<file path="src/rtl/polygon_wall_bounce_step_core_defines.svh">
// Assertion macros for the polygon wall bounce step core.
// Depends on nothing; included by the files that carry assertions.
`ifndef POLYGON_WALL_BOUNCE_STEP_CORE_DEFINES_SVH
`define POLYGON_WALL_BOUNCE_STEP_CORE_DEFINES_SVH

// same-cycle implication
`define PWB_ASSERT_NOW(lbl, ck, rs, ante, cons, msg) \
  lbl: assert property (@(posedge ck) disable iff (rs) (ante) |-> (cons)) else $error(msg);

// next-cycle implication
`define PWB_ASSERT_NEXT(lbl, ck, rs, ante, cons, msg) \
  lbl: assert property (@(posedge ck) disable iff (rs) (ante) |=> (cons)) else $error(msg);

`endif

</file>
<file path="src/rtl/pwb_pkg.sv">
// Shared widths, codes and control structs of the polygon wall bounce step core.
// Depends on nothing.
package pwb_pkg;

  localparam int POS_W        = 21;
  localparam int VEL_W        = 17;
  localparam int DT_W         = 16;
  localparam int IDX_W        = 3;
  localparam int VC_W         = 4;
  localparam int KIND_W       = 2;
  localparam int MAX_VERTICES = 8;
  localparam int SQRT_STEPS   = 30;
  localparam int DIV_STEPS    = 16;

  localparam logic       OP_LOAD     = 1'b0;
  localparam logic       OP_STEP     = 1'b1;
  localparam logic [1:0] KIND_NONE   = 2'd0;
  localparam logic [1:0] KIND_CORNER = 2'd1;
  localparam logic [1:0] KIND_EDGE   = 2'd2;

  // request to the root / divide unit
  typedef struct packed {
    logic        start;
    logic        is_div;
    logic [59:0] s;
    logic [44:0] num;
    logic [29:0] den;
  } pwb_rd_ctl_t;

  typedef struct packed {
    logic        busy;
    logic [29:0] res;
  } pwb_rd_sts_t;

endpackage

</file>
<file path="src/rtl/pwb_ifs.sv">
// Valid/ready channel interfaces for step items and results.
// Depends on pwb_pkg.
interface pwb_in_if;
  import pwb_pkg::*;
  logic                    valid;
  logic                    ready;
  logic                    op;
  logic [IDX_W-1:0]        vertex_index;
  logic signed [POS_W-1:0] vertex_x;
  logic signed [POS_W-1:0] vertex_y;
  logic signed [POS_W-1:0] pos_x;
  logic signed [POS_W-1:0] pos_y;
  logic signed [VEL_W-1:0] vel_x;
  logic signed [VEL_W-1:0] vel_y;
  logic [DT_W-1:0]         time_step;
  modport source (output valid, op, vertex_index, vertex_x, vertex_y, pos_x, pos_y,
                  vel_x, vel_y, time_step, input ready);
  modport sink (input valid, op, vertex_index, vertex_x, vertex_y, pos_x, pos_y,
                vel_x, vel_y, time_step, output ready);
endinterface

interface pwb_out_if;
  import pwb_pkg::*;
  logic                    valid;
  logic                    ready;
  logic signed [POS_W-1:0] new_pos_x;
  logic signed [POS_W-1:0] new_pos_y;
  logic signed [VEL_W-1:0] new_vel_x;
  logic signed [VEL_W-1:0] new_vel_y;
  logic [KIND_W-1:0]       bounce_kind;
  logic [IDX_W-1:0]        bounce_vertex;
  modport source (output valid, new_pos_x, new_pos_y, new_vel_x, new_vel_y,
                  bounce_kind, bounce_vertex, input ready);
  modport sink (input valid, new_pos_x, new_pos_y, new_vel_x, new_vel_y,
                bounce_kind, bounce_vertex, output ready);
endinterface

</file>
<file path="src/rtl/pwb_rootdiv.sv">
// Iterative square root / unsigned divide unit, one bit per cycle on a shared
// 34-bit subtractor. Depends on pwb_pkg.
module pwb_rootdiv (
  input  logic                  clk,
  input  logic                  rst,
  input  pwb_pkg::pwb_rd_ctl_t  ctl,
  output pwb_pkg::pwb_rd_sts_t  sts
);
  import pwb_pkg::*;

  logic        busy;
  logic        is_div;
  logic [4:0]  cnt;
  logic [59:0] sh;
  logic [33:0] rem;
  logic [29:0] res;
  logic [29:0] den;
  logic [33:0] cand;
  logic [33:0] sub;
  logic [33:0] diff;
  logic        ge;

  always_comb begin
    cand = is_div ? {rem[32:0], sh[59]} : {rem[31:0], sh[59:58]};
    sub  = is_div ? {4'b0, den} : {2'b0, res, 2'b01};
    ge   = cand >= sub;
    diff = cand - sub;
  end

  always_ff @(posedge clk) begin
    if (rst) begin
      busy <= 1'b0;
    end else if (ctl.start) begin
      busy <= 1'b1;
    end else if (busy && cnt == 5'd0) begin
      busy <= 1'b0;
    end
  end

  always_ff @(posedge clk) begin
    if (ctl.start) begin
      is_div <= ctl.is_div;
      den    <= ctl.den;
      res    <= '0;
      if (ctl.is_div) begin
        rem <= {5'b0, ctl.num[44:16]};
        sh  <= {ctl.num[15:0], 44'b0};
        cnt <= 5'(DIV_STEPS - 1);
      end else begin
        rem <= '0;
        sh  <= ctl.s;
        cnt <= 5'(SQRT_STEPS - 1);
      end
    end else if (busy) begin
      rem <= ge ? diff : cand;
      res <= {res[28:0], ge};
      sh  <= is_div ? {sh[58:0], 1'b0} : {sh[57:0], 2'b0};
      cnt <= cnt - 5'd1;
    end
  end

  assign sts.busy = busy;
  assign sts.res  = res;

endmodule

</file>
<file path="src/rtl/polygon_wall_bounce_step_core.sv">
// Polygon wall bounce step core: vertex table plus one-point bounce/advance step.
// Step duration depends on the vertex count and the bounce kind, and is set by the shared 36x23
// multiplier and the bit-serial root/divide unit (up to three unit vectors on a corner
// bounce).
// One item in flight; the next is taken once the result sits in the output register.
// Reset (rst, synchronous, active high): idle, no result pending, vertex_count = 3.
`include "polygon_wall_bounce_step_core_defines.svh"

module polygon_wall_bounce_step_core (
  input  logic                       clk,
  input  logic                       rst,
  input  logic                       cfg_wr_en,
  input  logic [pwb_pkg::VC_W-1:0]   cfg_wr_data,
  pwb_in_if.sink                     items,
  pwb_out_if.source                  results
);
  import pwb_pkg::*;

  localparam int NS = 35;

  typedef enum logic [NS-1:0] {
    S_IDLE    = NS'(1) << 0,
    S_C_RD    = NS'(1) << 1,
    S_C_SQX   = NS'(1) << 2,
    S_C_SQY   = NS'(1) << 3,
    S_C_CMP   = NS'(1) << 4,
    S_K_RN    = NS'(1) << 5,
    S_K_RN2   = NS'(1) << 6,
    S_K_RP    = NS'(1) << 7,
    S_U_SQA   = NS'(1) << 8,
    S_U_SQB   = NS'(1) << 9,
    S_U_ROOT  = NS'(1) << 10,
    S_U_WROOT = NS'(1) << 11,
    S_U_DIVA  = NS'(1) << 12,
    S_U_DIVB  = NS'(1) << 13,
    S_U_RET   = NS'(1) << 14,
    S_R_DXA   = NS'(1) << 15,
    S_R_DXB   = NS'(1) << 16,
    S_R_DOT   = NS'(1) << 17,
    S_R_VX    = NS'(1) << 18,
    S_R_VY    = NS'(1) << 19,
    S_E_MX    = NS'(1) << 20,
    S_E_MY    = NS'(1) << 21,
    S_E_RD    = NS'(1) << 22,
    S_E_RD1   = NS'(1) << 23,
    S_E_RD2   = NS'(1) << 24,
    S_E_M1    = NS'(1) << 25,
    S_E_M2    = NS'(1) << 26,
    S_E_M3    = NS'(1) << 27,
    S_E_M4    = NS'(1) << 28,
    S_E_M5    = NS'(1) << 29,
    S_E_M6    = NS'(1) << 30,
    S_E_M7    = NS'(1) << 31,
    S_A_X     = NS'(1) << 32,
    S_A_Y     = NS'(1) << 33,
    S_FIN     = NS'(1) << 34
  } state_t;

  // which unit vector the shared normalise sequence is producing
  typedef enum logic [1:0] {
    PH_A = 2'd0,   // outgoing edge of the corner
    PH_B = 2'd1,   // incoming edge of the corner
    PH_N = 2'd2,   // corner normal
    PH_E = 2'd3    // edge normal
  } phase_t;

  state_t state;
  phase_t uph;

  // configuration
  logic [VC_W-1:0] vc;

  // vertex table, one registered read port
  logic signed [POS_W-1:0] tab_x [MAX_VERTICES];
  logic signed [POS_W-1:0] tab_y [MAX_VERTICES];
  logic [IDX_W-1:0]        ra;
  logic signed [POS_W-1:0] rdx, rdy;

  // step working registers
  logic signed [POS_W-1:0] px, py, cx, cy, ux, uy;
  logic signed [VEL_W-1:0] vx, vy;
  logic [DT_W-1:0]         dt;
  logic [IDX_W-1:0]        i, n_last, nxt, prv;
  logic [KIND_W-1:0]       kind;
  logic [IDX_W-1:0]        which;
  logic signed [59:0]      acc;
  logic signed [22:0]      ea, eb;
  logic [29:0]             l;
  logic signed [VEL_W-1:0] uqx, uqy, ax, ay, nx, ny;
  logic signed [35:0]      dotr;
  logic signed [17:0]      mx, my;
  logic signed [21:0]      qx, qy, wx, wy;
  logic signed [41:0]      den;
  logic                    ok1;

  // shared multiplier
  logic signed [35:0] mul_a;
  logic signed [22:0] mul_b;
  logic signed [58:0] prod;
  logic signed [58:0] pr_r, pr_d;
  logic signed [29:0] rr;
  logic signed [17:0] d18;
  logic signed [21:0] ex_c, ey_c;
  logic [21:0]        abs_a, abs_b;
  logic signed [VEL_W-1:0] q_pos;

  // output register
  logic                    ovalid;
  logic signed [POS_W-1:0] o_px, o_py;
  logic signed [VEL_W-1:0] o_vx, o_vy;
  logic [KIND_W-1:0]       o_kind;
  logic [IDX_W-1:0]        o_which;

  pwb_rd_ctl_t rd_ctl;
  pwb_rd_sts_t rd_sts;

  function automatic logic signed [VEL_W-1:0] sat_vel(input logic signed [31:0] v);
    if (v > 32'sd65535) begin
      return 17'sd65535;
    end else if (v < -32'sd65536) begin
      return -17'sd65536;
    end
    return 17'(v);
  endfunction

  function automatic logic signed [POS_W-1:0] sat_pos(input logic signed [22:0] v);
    if (v > 23'sd1048575) begin
      return 21'sd1048575;
    end else if (v < -23'sd1048576) begin
      return -21'sd1048576;
    end
    return 21'(v);
  endfunction

  // parameter in [0,1]: num between 0 and den inclusive, either sign of den
  function automatic logic in_unit(input logic signed [59:0] num,
                                   input logic signed [41:0] d);
    logic signed [59:0] dw;
    dw = 60'(d);
    if (dw > 60'sd0) begin
      return (num >= 60'sd0) && (num <= dw);
    end
    return (num <= 60'sd0) && (num >= dw);
  endfunction

  assign items.ready = (state == S_IDLE);

  assign nxt = (i == n_last) ? '0 : i + 3'd1;
  assign prv = (i == '0) ? n_last : i - 3'd1;

  assign ex_c  = 22'(px) - 22'(rdx);
  assign ey_c  = 22'(py) - 22'(cy);
  assign abs_a = ea[22] ? 22'(-ea) : 22'(ea);
  assign abs_b = eb[22] ? 22'(-eb) : 22'(eb);
  assign q_pos = 17'({1'b0, rd_sts.res[15:0]});

  // operand selection for the multiplier and the table read address
  always_comb begin
    mul_a = '0;
    mul_b = '0;
    ra    = i;
    case (state)
      S_C_SQX: begin mul_a = 36'(ex_c); mul_b = 23'(ex_c); end
      S_C_SQY: begin mul_a = 36'(ey_c); mul_b = 23'(ey_c); end
      S_K_RN:  ra = nxt;
      S_K_RN2: ra = prv;
      S_E_RD1: ra = nxt;
      S_U_SQA: begin mul_a = 36'(ea); mul_b = ea; end
      S_U_SQB: begin mul_a = 36'(eb); mul_b = eb; end
      S_R_DXA: begin mul_a = 36'(vx); mul_b = 23'(nx); end
      S_R_DXB: begin mul_a = 36'(vy); mul_b = 23'(ny); end
      S_R_VX:  begin mul_a = dotr; mul_b = 23'(nx); end
      S_R_VY:  begin mul_a = dotr; mul_b = 23'(ny); end
      S_E_MX, S_A_X: begin mul_a = 36'(vx); mul_b = 23'($signed({1'b0, dt})); end
      S_E_MY, S_A_Y: begin mul_a = 36'(vy); mul_b = 23'($signed({1'b0, dt})); end
      S_E_M1:  begin mul_a = 36'(qy); mul_b = 23'(mx); end
      S_E_M2:  begin mul_a = 36'(qx); mul_b = 23'(my); end
      S_E_M3:  begin mul_a = 36'(qy); mul_b = 23'(wx); end
      S_E_M4:  begin mul_a = 36'(qx); mul_b = 23'(wy); end
      S_E_M5:  begin mul_a = 36'(wx); mul_b = 23'(my); end
      S_E_M6:  begin mul_a = 36'(wy); mul_b = 23'(mx); end
      default: ;
    endcase
  end

  assign prod = mul_a * mul_b;
  // reflection term: round(2*dot*n / 2^30) == round(dot*n / 2^29), half up
  assign pr_r = prod + 59'sd268435456;
  assign rr   = $signed(pr_r[58:29]);
  // displacement: round(v*dt / 2^16), half up
  assign pr_d = prod + 59'sd32768;
  assign d18  = $signed(pr_d[33:16]);

  // root / divide unit requests
  always_comb begin
    rd_ctl.start  = (state == S_U_ROOT) ||
                    (state == S_U_WROOT && !rd_sts.busy && rd_sts.res != '0) ||
                    (state == S_U_DIVA && !rd_sts.busy);
    rd_ctl.is_div = (state != S_U_ROOT);
    rd_ctl.s      = {acc[43:0], 16'b0};
    rd_ctl.num    = (state == S_U_DIVA) ? {abs_b, 23'b0} : {abs_a, 23'b0};
    rd_ctl.den    = (state == S_U_WROOT) ? rd_sts.res : l;
  end

  pwb_rootdiv u_rootdiv (
    .clk (clk),
    .rst (rst),
    .ctl (rd_ctl),
    .sts (rd_sts)
  );

  // vertex table
  always_ff @(posedge clk) begin
    if (items.valid && items.ready && items.op == OP_LOAD) begin
      tab_x[items.vertex_index] <= items.vertex_x;
      tab_y[items.vertex_index] <= items.vertex_y;
    end
    rdx <= tab_x[ra];
    rdy <= tab_y[ra];
  end

  // configuration register
  always_ff @(posedge clk) begin
    if (rst) begin
      vc <= VC_W'(3);
    end else if (cfg_wr_en) begin
      vc <= cfg_wr_data;
    end
  end

  // sequencer
  always_ff @(posedge clk) begin
    if (rst) begin
      state  <= S_IDLE;
      ovalid <= 1'b0;
    end else begin
      if (state == S_FIN && (!ovalid || results.ready)) begin
        ovalid <= 1'b1;
      end else if (ovalid && results.ready) begin
        ovalid <= 1'b0;
      end
      case (state)
        S_IDLE: begin
          if (items.valid && items.op == OP_STEP) begin
            state <= S_C_RD;
          end
        end
        S_C_RD:    state <= S_C_SQX;
        S_C_SQX:   state <= S_C_SQY;
        S_C_SQY:   state <= S_C_CMP;
        S_C_CMP: begin
          if (acc < 60'sd262144) begin
            state <= S_K_RN;
          end else if (i == n_last) begin
            state <= S_E_MX;
          end else begin
            state <= S_C_RD;
          end
        end
        S_K_RN:    state <= S_K_RN2;
        S_K_RN2:   state <= S_K_RP;
        S_K_RP:    state <= S_U_SQA;
        S_U_SQA:   state <= S_U_SQB;
        S_U_SQB:   state <= S_U_ROOT;
        S_U_ROOT:  state <= S_U_WROOT;
        S_U_WROOT: begin
          if (!rd_sts.busy) begin
            state <= (rd_sts.res == '0) ? S_U_RET : S_U_DIVA;
          end
        end
        S_U_DIVA:  if (!rd_sts.busy) state <= S_U_DIVB;
        S_U_DIVB:  if (!rd_sts.busy) state <= S_U_RET;
        S_U_RET: begin
          if (uph == PH_A || uph == PH_B) begin
            state <= S_U_SQA;
          end else begin
            state <= S_R_DXA;
          end
        end
        S_R_DXA:   state <= S_R_DXB;
        S_R_DXB:   state <= S_R_DOT;
        S_R_DOT:   state <= S_R_VX;
        S_R_VX:    state <= S_R_VY;
        S_R_VY:    state <= S_A_X;
        S_E_MX:    state <= S_E_MY;
        S_E_MY:    state <= S_E_RD;
        S_E_RD:    state <= S_E_RD1;
        S_E_RD1:   state <= S_E_RD2;
        S_E_RD2:   state <= S_E_M1;
        S_E_M1:    state <= S_E_M2;
        S_E_M2:    state <= S_E_M3;
        S_E_M3:    state <= S_E_M4;
        S_E_M4:    state <= S_E_M5;
        S_E_M5:    state <= S_E_M6;
        S_E_M6:    state <= S_E_M7;
        S_E_M7: begin
          if (den != '0 && ok1 && in_unit(acc, den)) begin
            state <= S_U_SQA;
          end else if (i == n_last) begin
            state <= S_A_X;
          end else begin
            state <= S_E_RD;
          end
        end
        S_A_X:     state <= S_A_Y;
        S_A_Y:     state <= S_FIN;
        S_FIN: begin
          if (!ovalid || results.ready) begin
            state <= S_IDLE;
          end
        end
        default:   state <= S_IDLE;
      endcase
    end
  end

  // datapath
  always_ff @(posedge clk) begin
    case (state)
      S_IDLE: begin
        px    <= items.pos_x;
        py    <= items.pos_y;
        vx    <= items.vel_x;
        vy    <= items.vel_y;
        dt    <= items.time_step;
        i     <= '0;
        kind  <= KIND_NONE;
        which <= '0;
        if (vc < VC_W'(3)) begin
          n_last <= IDX_W'(2);
        end else if (vc > VC_W'(MAX_VERTICES)) begin
          n_last <= IDX_W'(MAX_VERTICES - 1);
        end else begin
          n_last <= IDX_W'(vc - VC_W'(1));
        end
      end
      S_C_SQX: begin
        cx  <= rdx;
        cy  <= rdy;
        acc <= 60'(prod);
      end
      S_C_SQY: acc <= acc + 60'(prod);
      S_C_CMP: begin
        if (acc < 60'sd262144) begin
          kind  <= KIND_CORNER;
          which <= i;
        end else if (i != n_last) begin
          i <= i + 3'd1;
        end
      end
      S_K_RN2: begin
        ea <= 23'(rdx) - 23'(cx);
        eb <= 23'(rdy) - 23'(cy);
      end
      S_K_RP: begin
        ux  <= rdx;
        uy  <= rdy;
        uph <= PH_A;
      end
      S_U_SQA: acc <= 60'(prod);
      S_U_SQB: acc <= acc + 60'(prod);
      S_U_WROOT: begin
        if (!rd_sts.busy) begin
          l <= rd_sts.res;
          if (rd_sts.res == '0) begin
            uqx <= '0;
            uqy <= '0;
          end
        end
      end
      S_U_DIVA: if (!rd_sts.busy) uqx <= ea[22] ? -q_pos : q_pos;
      S_U_DIVB: if (!rd_sts.busy) uqy <= eb[22] ? -q_pos : q_pos;
      S_U_RET: begin
        case (uph)
          PH_A: begin
            ax  <= uqx;
            ay  <= uqy;
            ea  <= 23'(cx) - 23'(ux);
            eb  <= 23'(cy) - 23'(uy);
            uph <= PH_B;
          end
          PH_B: begin
            // normal is perpendicular to the summed unit edges
            ea  <= -(23'(ay) + 23'(uqy));
            eb  <= 23'(ax) + 23'(uqx);
            uph <= PH_N;
          end
          default: begin
            nx <= uqx;
            ny <= uqy;
          end
        endcase
      end
      S_R_DXA: acc <= 60'(prod);
      S_R_DXB: acc <= acc + 60'(prod);
      S_R_DOT: dotr <= acc[35:0];
      S_R_VX:  vx <= sat_vel(32'(vx) - 32'(rr));
      S_R_VY:  vy <= sat_vel(32'(vy) - 32'(rr));
      S_E_MX:  mx <= d18;
      S_E_MY: begin
        my <= d18;
        i  <= '0;
      end
      S_E_RD1: begin
        cx <= rdx;
        cy <= rdy;
      end
      S_E_RD2: begin
        qx <= 22'(rdx) - 22'(cx);
        qy <= 22'(rdy) - 22'(cy);
        wx <= 22'(cx) - 22'(px);
        wy <= 22'(cy) - 22'(py);
      end
      S_E_M1: acc <= 60'(prod);
      S_E_M2: acc <= acc - 60'(prod);
      S_E_M3: begin
        den <= acc[41:0];
        acc <= 60'(prod);
      end
      S_E_M4: acc <= acc - 60'(prod);
      S_E_M5: begin
        ok1 <= in_unit(acc, den);
        acc <= 60'(prod);
      end
      S_E_M6: acc <= acc - 60'(prod);
      S_E_M7: begin
        if (den != '0 && ok1 && in_unit(acc, den)) begin
          kind  <= KIND_EDGE;
          which <= i;
          ea    <= -23'(qy);
          eb    <= 23'(qx);
          uph   <= PH_E;
        end else if (i != n_last) begin
          i <= i + 3'd1;
        end
      end
      S_A_X: px <= sat_pos(23'(px) + 23'(d18));
      S_A_Y: py <= sat_pos(23'(py) + 23'(d18));
      S_FIN: begin
        if (!ovalid || results.ready) begin
          o_px    <= px;
          o_py    <= py;
          o_vx    <= vx;
          o_vy    <= vy;
          o_kind  <= kind;
          o_which <= which;
        end
      end
      default: ;
    endcase
  end

  assign results.valid         = ovalid;
  assign results.new_pos_x     = o_px;
  assign results.new_pos_y     = o_py;
  assign results.new_vel_x     = o_vx;
  assign results.new_vel_y     = o_vy;
  assign results.bounce_kind   = o_kind;
  assign results.bounce_vertex = o_which;

  `PWB_ASSERT_NOW(a_kind_legal, clk, rst, results.valid, results.bounce_kind == KIND_NONE || results.bounce_kind == KIND_CORNER || results.bounce_kind == KIND_EDGE, "bounce kind out of range")
  `PWB_ASSERT_NOW(a_none_zero, clk, rst, results.valid && results.bounce_kind == KIND_NONE, results.bounce_vertex == '0, "no bounce but vertex set")
  `PWB_ASSERT_NEXT(a_step_busy, clk, rst, items.valid && items.ready && items.op == OP_STEP, !items.ready, "ready right after a step transaction")
  `PWB_ASSERT_NOW(a_rd_start, clk, rst, rd_ctl.start, !rd_sts.busy, "root/divide restarted while busy")

endmodule
</file>
<file path="src/flat_wrapper.sv">
// flat-port wrapper written by rule: the top's interface ports become plain ports
module polygon_wall_bounce_step_core_flat import pwb_pkg::*;
  (clk, rst, cfg_wr_en, cfg_wr_data, items_valid, items_op, items_vertex_index, items_vertex_x, items_vertex_y, items_pos_x, items_pos_y, items_vel_x, items_vel_y, items_time_step, items_ready, results_valid, results_new_pos_x, results_new_pos_y, results_new_vel_x, results_new_vel_y, results_bounce_kind, results_bounce_vertex, results_ready);
  pwb_in_if items_i ();
  pwb_out_if results_i ();
  input  logic clk;
  input  logic rst;
  input  logic cfg_wr_en;
  input  logic [pwb_pkg::VC_W-1:0] cfg_wr_data;
  input wire logic [$bits(items_i.valid)-1:0] items_valid;
  input wire logic [$bits(items_i.op)-1:0] items_op;
  input wire logic [$bits(items_i.vertex_index)-1:0] items_vertex_index;
  input wire logic [$bits(items_i.vertex_x)-1:0] items_vertex_x;
  input wire logic [$bits(items_i.vertex_y)-1:0] items_vertex_y;
  input wire logic [$bits(items_i.pos_x)-1:0] items_pos_x;
  input wire logic [$bits(items_i.pos_y)-1:0] items_pos_y;
  input wire logic [$bits(items_i.vel_x)-1:0] items_vel_x;
  input wire logic [$bits(items_i.vel_y)-1:0] items_vel_y;
  input wire logic [$bits(items_i.time_step)-1:0] items_time_step;
  output wire logic [$bits(items_i.ready)-1:0] items_ready;
  output wire logic [$bits(results_i.valid)-1:0] results_valid;
  output wire logic [$bits(results_i.new_pos_x)-1:0] results_new_pos_x;
  output wire logic [$bits(results_i.new_pos_y)-1:0] results_new_pos_y;
  output wire logic [$bits(results_i.new_vel_x)-1:0] results_new_vel_x;
  output wire logic [$bits(results_i.new_vel_y)-1:0] results_new_vel_y;
  output wire logic [$bits(results_i.bounce_kind)-1:0] results_bounce_kind;
  output wire logic [$bits(results_i.bounce_vertex)-1:0] results_bounce_vertex;
  input wire logic [$bits(results_i.ready)-1:0] results_ready;
  assign items_i.valid = items_valid;
  assign items_i.op = items_op;
  assign items_i.vertex_index = items_vertex_index;
  assign items_i.vertex_x = items_vertex_x;
  assign items_i.vertex_y = items_vertex_y;
  assign items_i.pos_x = items_pos_x;
  assign items_i.pos_y = items_pos_y;
  assign items_i.vel_x = items_vel_x;
  assign items_i.vel_y = items_vel_y;
  assign items_i.time_step = items_time_step;
  assign items_ready = items_i.ready;
  assign results_valid = results_i.valid;
  assign results_new_pos_x = results_i.new_pos_x;
  assign results_new_pos_y = results_i.new_pos_y;
  assign results_new_vel_x = results_i.new_vel_x;
  assign results_new_vel_y = results_i.new_vel_y;
  assign results_bounce_kind = results_i.bounce_kind;
  assign results_bounce_vertex = results_i.bounce_vertex;
  assign results_i.ready = results_ready;
  polygon_wall_bounce_step_core u_core (.clk(clk), .rst(rst), .cfg_wr_en(cfg_wr_en), .cfg_wr_data(cfg_wr_data), .items(items_i), .results(results_i));
endmodule
</file>
<file path="config.mk">
export PLATFORM = sky130hd
export DESIGN_NAME = polygon_wall_bounce_step_core_flat
export DESIGN_NICKNAME = d
export VERILOG_FILES = /design/src/rtl/pwb_pkg.sv /design/src/rtl/pwb_ifs.sv /design/src/rtl/pwb_rootdiv.sv /design/src/rtl/polygon_wall_bounce_step_core.sv /design/src/flat_wrapper.sv
export VERILOG_INCLUDE_DIRS = /design/src /design/src/rtl
export SDC_FILE = /design/constraint.sdc
export NUM_CORES = 2
export LEC_CHECK = 0
export ABC_AREA = 1
export ABC_CLOCK_PERIOD_IN_PS = 27200
export BUFFER_PORTS_ARGS = -buffer_cell sky130_fd_sc_hd__buf_4
export CORE_UTILIZATION = 58
export DETAILED_ROUTE_END_ITERATION = 8
export HOLD_SLACK_MARGIN = 0.03
export PLACE_DENSITY = 0.75
export SLEW_MARGIN = 15
export SYNTH_ARGS = -nofsm -noshare
export SYNTH_HDL_FRONTEND = slang
export SYNTH_SLANG_ARGS = --single-unit
</file>
<file path="constraint.sdc">
create_clock -name clk -period 27.2 [get_ports clk]
set_input_delay 5.44 -clock clk [delete_from_list [all_inputs] [get_ports clk]]
set_output_delay 5.44 -clock clk [all_outputs]
set_load 0.01 [all_outputs]
</file>
# Yosys cells after proc, flatten, opt, wreduce, memory -nomap -nowiden
# Memory sizes are Yosys's and may differ from the RTL's. A register that Yosys moved wholly into a read port is not among the register bits.
# Index checks and enable logic that the tools add are counted.
# Widths: inputs -> output; s select.
[classes]
n_addsub = 30
n_mul = 1
magnitude_cmp = 17
eq_ne = 50
mux = 108
bitwise = 3
n_reduce_logical = 69
[ops]
columns = ["cell", "n"]
rows = [
  ["$pmux 35 s35", 1],
  ["$pmux 36 s11", 1],
  ["$pmux 23 s11", 1],
  ["$mux 35", 7],
  ["$mux 60", 4],
  ["$sub 21x21->22", 10],
  ["$mux 17", 12],
  ["$pmux 60 s3", 1],
  ["$mux 21", 7],
  ["$pmux 23 s3", 2],
  ["$pmux 17 s2", 4],
  ["$mux 33", 4],
  ["$pmux 23 s2", 2],
  ["$pmux 21 s2", 2],
  ["$gt 32x17->1 const B", 2],
  ["$lt 32x17->1 const B", 2],
  ["$sub 17x30->31", 2],
  ["$add 60x59->60", 1],
  ["$ge 60x1->1 const B", 1],
  ["$ge 60x42->1", 1],
  ["$le 60x1->1 const B", 1],
  ["$le 60x42->1", 1],
  ["$lt 60x20->1 const B", 1],
  ["$sub 60x59->60", 1],
  ["98 further kinds", 207],
]
[word_totals]
register_bits = 911
mem_bits_rw = 336
in_bits = 147
output_inout_bits = 83
word_cells = 330
memories = 2
[mem_list]
columns = ["memory", "depth", "word_bits", "rd", "rd_ports_with_merged_regs", "write_ports", "line_no", "source"]
rows = [
  ["u_core.tab_x", 8, 21, 1, 1, 1, "polygon_wall_bounce_step_core.sv:74", "logic signed [POS_W-1:0] tab_x [MAX_VERTICES];"],
  ["u_core.tab_y", 8, 21, 1, 1, 1, "polygon_wall_bounce_step_core.sv:75", "logic signed [POS_W-1:0] tab_y [MAX_VERTICES];"],
]

# Depth between registers and ports, before layout
[depth]
ltp_word = 12
depth_mapped = 85
mapped_depth_nobuf = 82

# Hierarchy
# Synthesis repeated with hierarchy kept, for this count alone.
[hier_totals]
hier_cells = 13050
hier_area_um2 = 109921.7
[modules_own_cells]
columns = ["module", "instances", "cells_per_inst", "area_per_inst_um2", "seq_area_each_um2"]
rows = [
  ["polygon_wall_bounce_step_core", 1, 11604, 99276.5, 33051.7],
  ["pwb_rootdiv", 1, 1446, 10645.2, 4494.3],
]

# Worst setup path after synthesis
# No wires, ideal clock.
[synth_path]
path_kind = "input -> register"
from = "input port results_ready"
to = "register u_core.o_kind[0], in the netlist u_core.results.bounce_kind[0] (enable)"
setup_ps = 720
arrival_time_ps = 13120
required_ps = 26480
path_slack_ps = 13360
stages = 2
path_buffers = 0
cell_sequence = "nor2_1 -> nor4_1"
[synth_via]
elab_chain_len = 2
[synth_lines]
columns = ["element", "line_no", "source"]
rows = [
  ["start, declared", "flat_wrapper.sv:28", "input wire logic [$bits(results_i.ready)-1:0] results_ready;"],
  ["$logic_or 1x1->1", "polygon_wall_bounce_step_core.sv:440", "if (!ovalid || results.ready) begin"],
  ["$reduce_and 2->1 (no line)", "-", ""],
  ["end signal, assigned", "polygon_wall_bounce_step_core.sv:445", "o_kind <= kind;"],
  ["end, declared", "polygon_wall_bounce_step_core.sv:111", "logic [KIND_W-1:0] o_kind;"],
]
# No other way between the ends.
# A chain may end at the register's enable or synchronous reset.

# Worst setup path after layout
[layout_path]
from = "register u_core.state[18]"
to = "register u_core.px[0] (data pin)"
[layout_via]
elab_chain_len = 12
elab_cells_between_ends = 42
cone_classes = "add/sub (2); mul (1); order compare (2); eq/ne (19); mux (8); reduce/logical (10)"
[layout_lines]
columns = ["element", "line_no", "source"]
rows = [
  ["start, declared", "polygon_wall_bounce_step_core.sv:67", "state_t state;"],
  ["start signal, assigned", "polygon_wall_bounce_step_core.sv:268", "state <= (rd_sts.res == '0) ? S_U_RET : S_U_DIVA;"],
  ["$eq 35x21->1, or another cell as far along", "polygon_wall_bounce_step_core.sv:162", "case (state)"],
  ["$reduce_or 4->1 (no line), or another cell as far along", "-", ""],
  ["$pmux 23 s11 or $pmux 36 s11 (tied branches)", "polygon_wall_bounce_step_core.sv:162", ""],
  ["$mul 36x23->59 *", "polygon_wall_bounce_step_core.sv:186", "assign prod = mul_a * mul_b;"],
  ["$add 34x17->34 *", "polygon_wall_bounce_step_core.sv:191", "assign pr_d = prod + 59'sd32768;"],
  ["net u_core.pr_d[23]", "polygon_wall_bounce_step_core.sv:100", "logic signed [58:0] pr_r, pr_d;"],
  ["$add 21x18->22 *", "polygon_wall_bounce_step_core.sv:437", "S_A_X: px <= sat_pos(23'(px) + 23'(d18));"],
  ["$lt 23x21->1", "polygon_wall_bounce_step_core.sv:129", "end else if (v < -23'sd1048576) begin"],
  ["$mux 1", "polygon_wall_bounce_step_core.sv:129", ""],
  ["$mux 1", "polygon_wall_bounce_step_core.sv:127", "if (v > 23'sd1048575) begin"],
  ["$mux 1", "polygon_wall_bounce_step_core.sv:319", "case (state)"],
  ["$mux 21 *", "polygon_wall_bounce_step_core.sv:132", "return 21'(v);"],
  ["$pmux 21 s2 *", "polygon_wall_bounce_step_core.sv:319", ""],
  ["end signal, assigned", "polygon_wall_bounce_step_core.sv:321", "px <= items.pos_x;"],
  ["end signal, assigned", "polygon_wall_bounce_step_core.sv:437", ""],
  ["end, declared", "polygon_wall_bounce_step_core.sv:80", "logic signed [POS_W-1:0] px, py, cx, cy, ux, uy;"],
]
# Mark *: on every way through the listed nets, which the timed path passes. The rest lies on a longest branch. The select of a mux whose other input is x is not followed.

==> out/qor.csv <==
metric,value,unit
instances_no_fill,15212,
worstPathMaxFanout,30,
gr-total-overflow,0,
status,"complete, but fails checks",
fin_ws,9.980,ns
holdWs,0.4219,ns
p_per_area,59.17,nW/um^2
crit_slowest_cell,xor2_1,
place_ws,10.91,ns
die_h,431.4,um
numCtsBuffers,141,
rsz0062_at_grt,no,
power_leakage,0.05337,uW
cts.sinks,1272,
ctsResizeCount,0,
cp.arrival,17.72,ns
grt_pass1_vias,92937,
synthesis.instances,12371,
synth.top_cell.area_share,32.54,%
cts_buffer_depth,3,
wl,434.6,mm
antenna_found_initial,29,
crit_path_start,u_core.state[18],
ios,230,
fin_crit_sh,63.31,%
r2r_start,u_core.state[18],
hp-class,register to register,
first_pass_iters,9,
drc,2,
max-vdd-ir-drop,0.09404,mV
cts_tree,yes,
slew_headroom,5.118,%
holdBufCountCts,0,
dpl.hpwl,343.5,mm
crit_top_cell,inv_1,
synth_flop_cell,edfxtp_1,
slew_viol_final,0,
synth_area_leaders,"edfxtp_1 33%, fa_1 16%, nand2_1 8.6%, inv_1 7.6%, ha_1 7.0%",
final-seq-area,37070,um^2
place_area,112400,um^2
grt_pass1_wl,625.5,mm
synth_enable_flop_cells,1159,
fin_tns_setup,0,ns
tightest_slew,1.405,ns
min_from,u_core.which[1],
fin_area,117300,um^2
worst_skew_pair.late_latency,0.85,ns
drive_gt1_share,9.233,%
yosysUniqueCellTypes,77,
yosys_warnings,0,
via_count,95065,
die_x,431.4,um
area_growth_syn_to_layout,9.680,%
syn_area_per_cell,8.645,um^2
wl_per_cell,28.57,um
fin_skew,0.09461,ns
start_util,58.42,%
grt_max_degree,103,
syn_area,107000,um^2
syn_nets,13974,
clk_pin_slew,0.06,ns
multi_input_area,60460,um^2
dieArea,186100,um^2
synth-async-reset-ratio,0,%
cts_setup_buffers,0,
synthTopCellsByCount,"2454 x nand2_1, 2154 x inv_1, 1171 x nor2_1",
numPortBuffers,229,
cp.required,27.70,ns
finalHoldViolCount,0,
cts_root_buf,clkbuf_16,
viasPerCell,6.249,
synth_seq_cells,1272,
num_rows,157,
fmax,0.05807,GHz
synth_seq_area_share,34.66,%
violations,design-rule violations,
max_cap_viol_count,0,
start_kind,register,
crit_type,register to register,
gp_congestion,1.107,
layout_min_cycle_time,17.22,ns
drtIter0Drc,13362,
grt_usage,46.43,%
setup_viol,0,
fin_nets,14220,
htreeDepth,4,
critical-path-max-stage-delay,0.99,ns
fill_cells,14657,
yosysMostFrequentCell,nand2_1,
endpoint_kind,register,
synth_largest_area_cell,edfxtp_1,
drtAntennaViolNets,0,
place_inst,14937,
coreArea,183100,um^2
-- kinds of logic after synthesis --
logic type               after synthesis  share of synthesized area, %
multiplexers                          24                        0.2258
adder cells (fa/ha/maj)             1456                         23.03
AND/OR/NAND/NOR                     4682                         18.77
buffers and inverters               2597                         9.167
flip-flops                          1272                         34.66
AO/OA/AOI/OAI                       1923                         10.70
XOR/XNOR                             417                         3.450
-- cells in the final DEF (no fill, tap or decap), types with 29 or more instances in the layout --
cell type     n
clkinv_1     49
nor2_1     1164
buf_4       445
a221oi_1     38
nor2_2       72
ha_1        601
o21ai_0     564
a31oi_1      82
o211ai_1     77
o21bai_1     82
nand3_1     388
inv_1      2153
o22ai_1      54
inv_2        68
xor2_1      307
a21oi_1     669
nand3_2      29
clkbuf_16   141
o31ai_1      59
dfxtp_1     113
nand4_1     116
nand2_2     121
nand2_1    2449
o32ai_1      45
nor4_1       57
or2_2        86
nor3_1       87
a211oi_1     44
fa_1        855
edfxtp_1   1159
xnor2_1     108
-- per-layer routing --
metal / vias up / GRT usage [%] / share of wire [%]
li1: 40738 / - / -
met1: 45719 / 59.19 / 36
met2: 7020 / 70.44 / 43
met3: 1564 / 12.40 / 13
met4: 24 / 28.91 / 7.9
met5: - / 0.05204 / 0.042
-- final timing paths --
| path | end | slack (ns) | cells past startpoint |
|---|---|---|---|
| max | u_core.px[0] | 9.98 | 52 |
| min reg2reg | u_core.results.bounce_vertex[1] | 0.42 | 0 |
| min | u_core.results.bounce_vertex[1] | 0.42 | 0 |
| max reg2reg | u_core.px[0] | 9.98 | 52 |
-- stage by stage --
stage / util [%] / total power, uW
after CTS: 64.05 / 6826
after global routing: 64.06 / 7138
after detailed placement: 61.40 / 4835
final: 64.07 / 6941
after global placement: 61.37 / 4795
after floorplan: - / 3917
-- worst max-delay path: cells and delay by family, from the launching register on --
| family | cells | cell delay [ns] |
|---|---|---|
| buffers and inverters | 12 | 2.14 |
| xor gates and xnor gates | 2 | 1.74 |
| AOI/OAI and AO/OA | 9 | 3.13 |
| adders and majority gates | 9 | 4.28 |
| and+or+nand+nor | 20 | 5.23 |
| DFF | 1 | 0.32 |
-- flip-flops by register name (all words and copies together) (netlist names), 33 cells and up --
signal,count
u_core.tab_x,168
u_core.tab_y,168
u_core.acc,60
u_core.u_rootdiv.sh,44
u_core.den,42
u_core.dotr,36
u_core.state,35
u_core.u_rootdiv.rem,33
-- area by class of cell --
class	instances	area share (%)
clock buffers	176	3.205
flip-flops and latches	1272	31.60
diodes	11	0.02347
repair buffers	449	2.876
well taps	2464	2.628
inverters	2251	7.205
multi-input cells	8502	51.54
clock inverters	87	0.9248
-- where the power goes --
| part | switching [uW] | total [uW] | internal [uW] | leakage, uW |
|---|---|---|---|---|
| registers | 207 | 2580 | 2370 | 0.0113 |
| logic | 1650 | 2360 | 704 | 0.0398 |
| clock network | 895 | 2010 | 1110 | 0.00232 |
| total | 2760 | 6940 | 4190 | 0.0534 |
(Power assumes the default switching activity.)
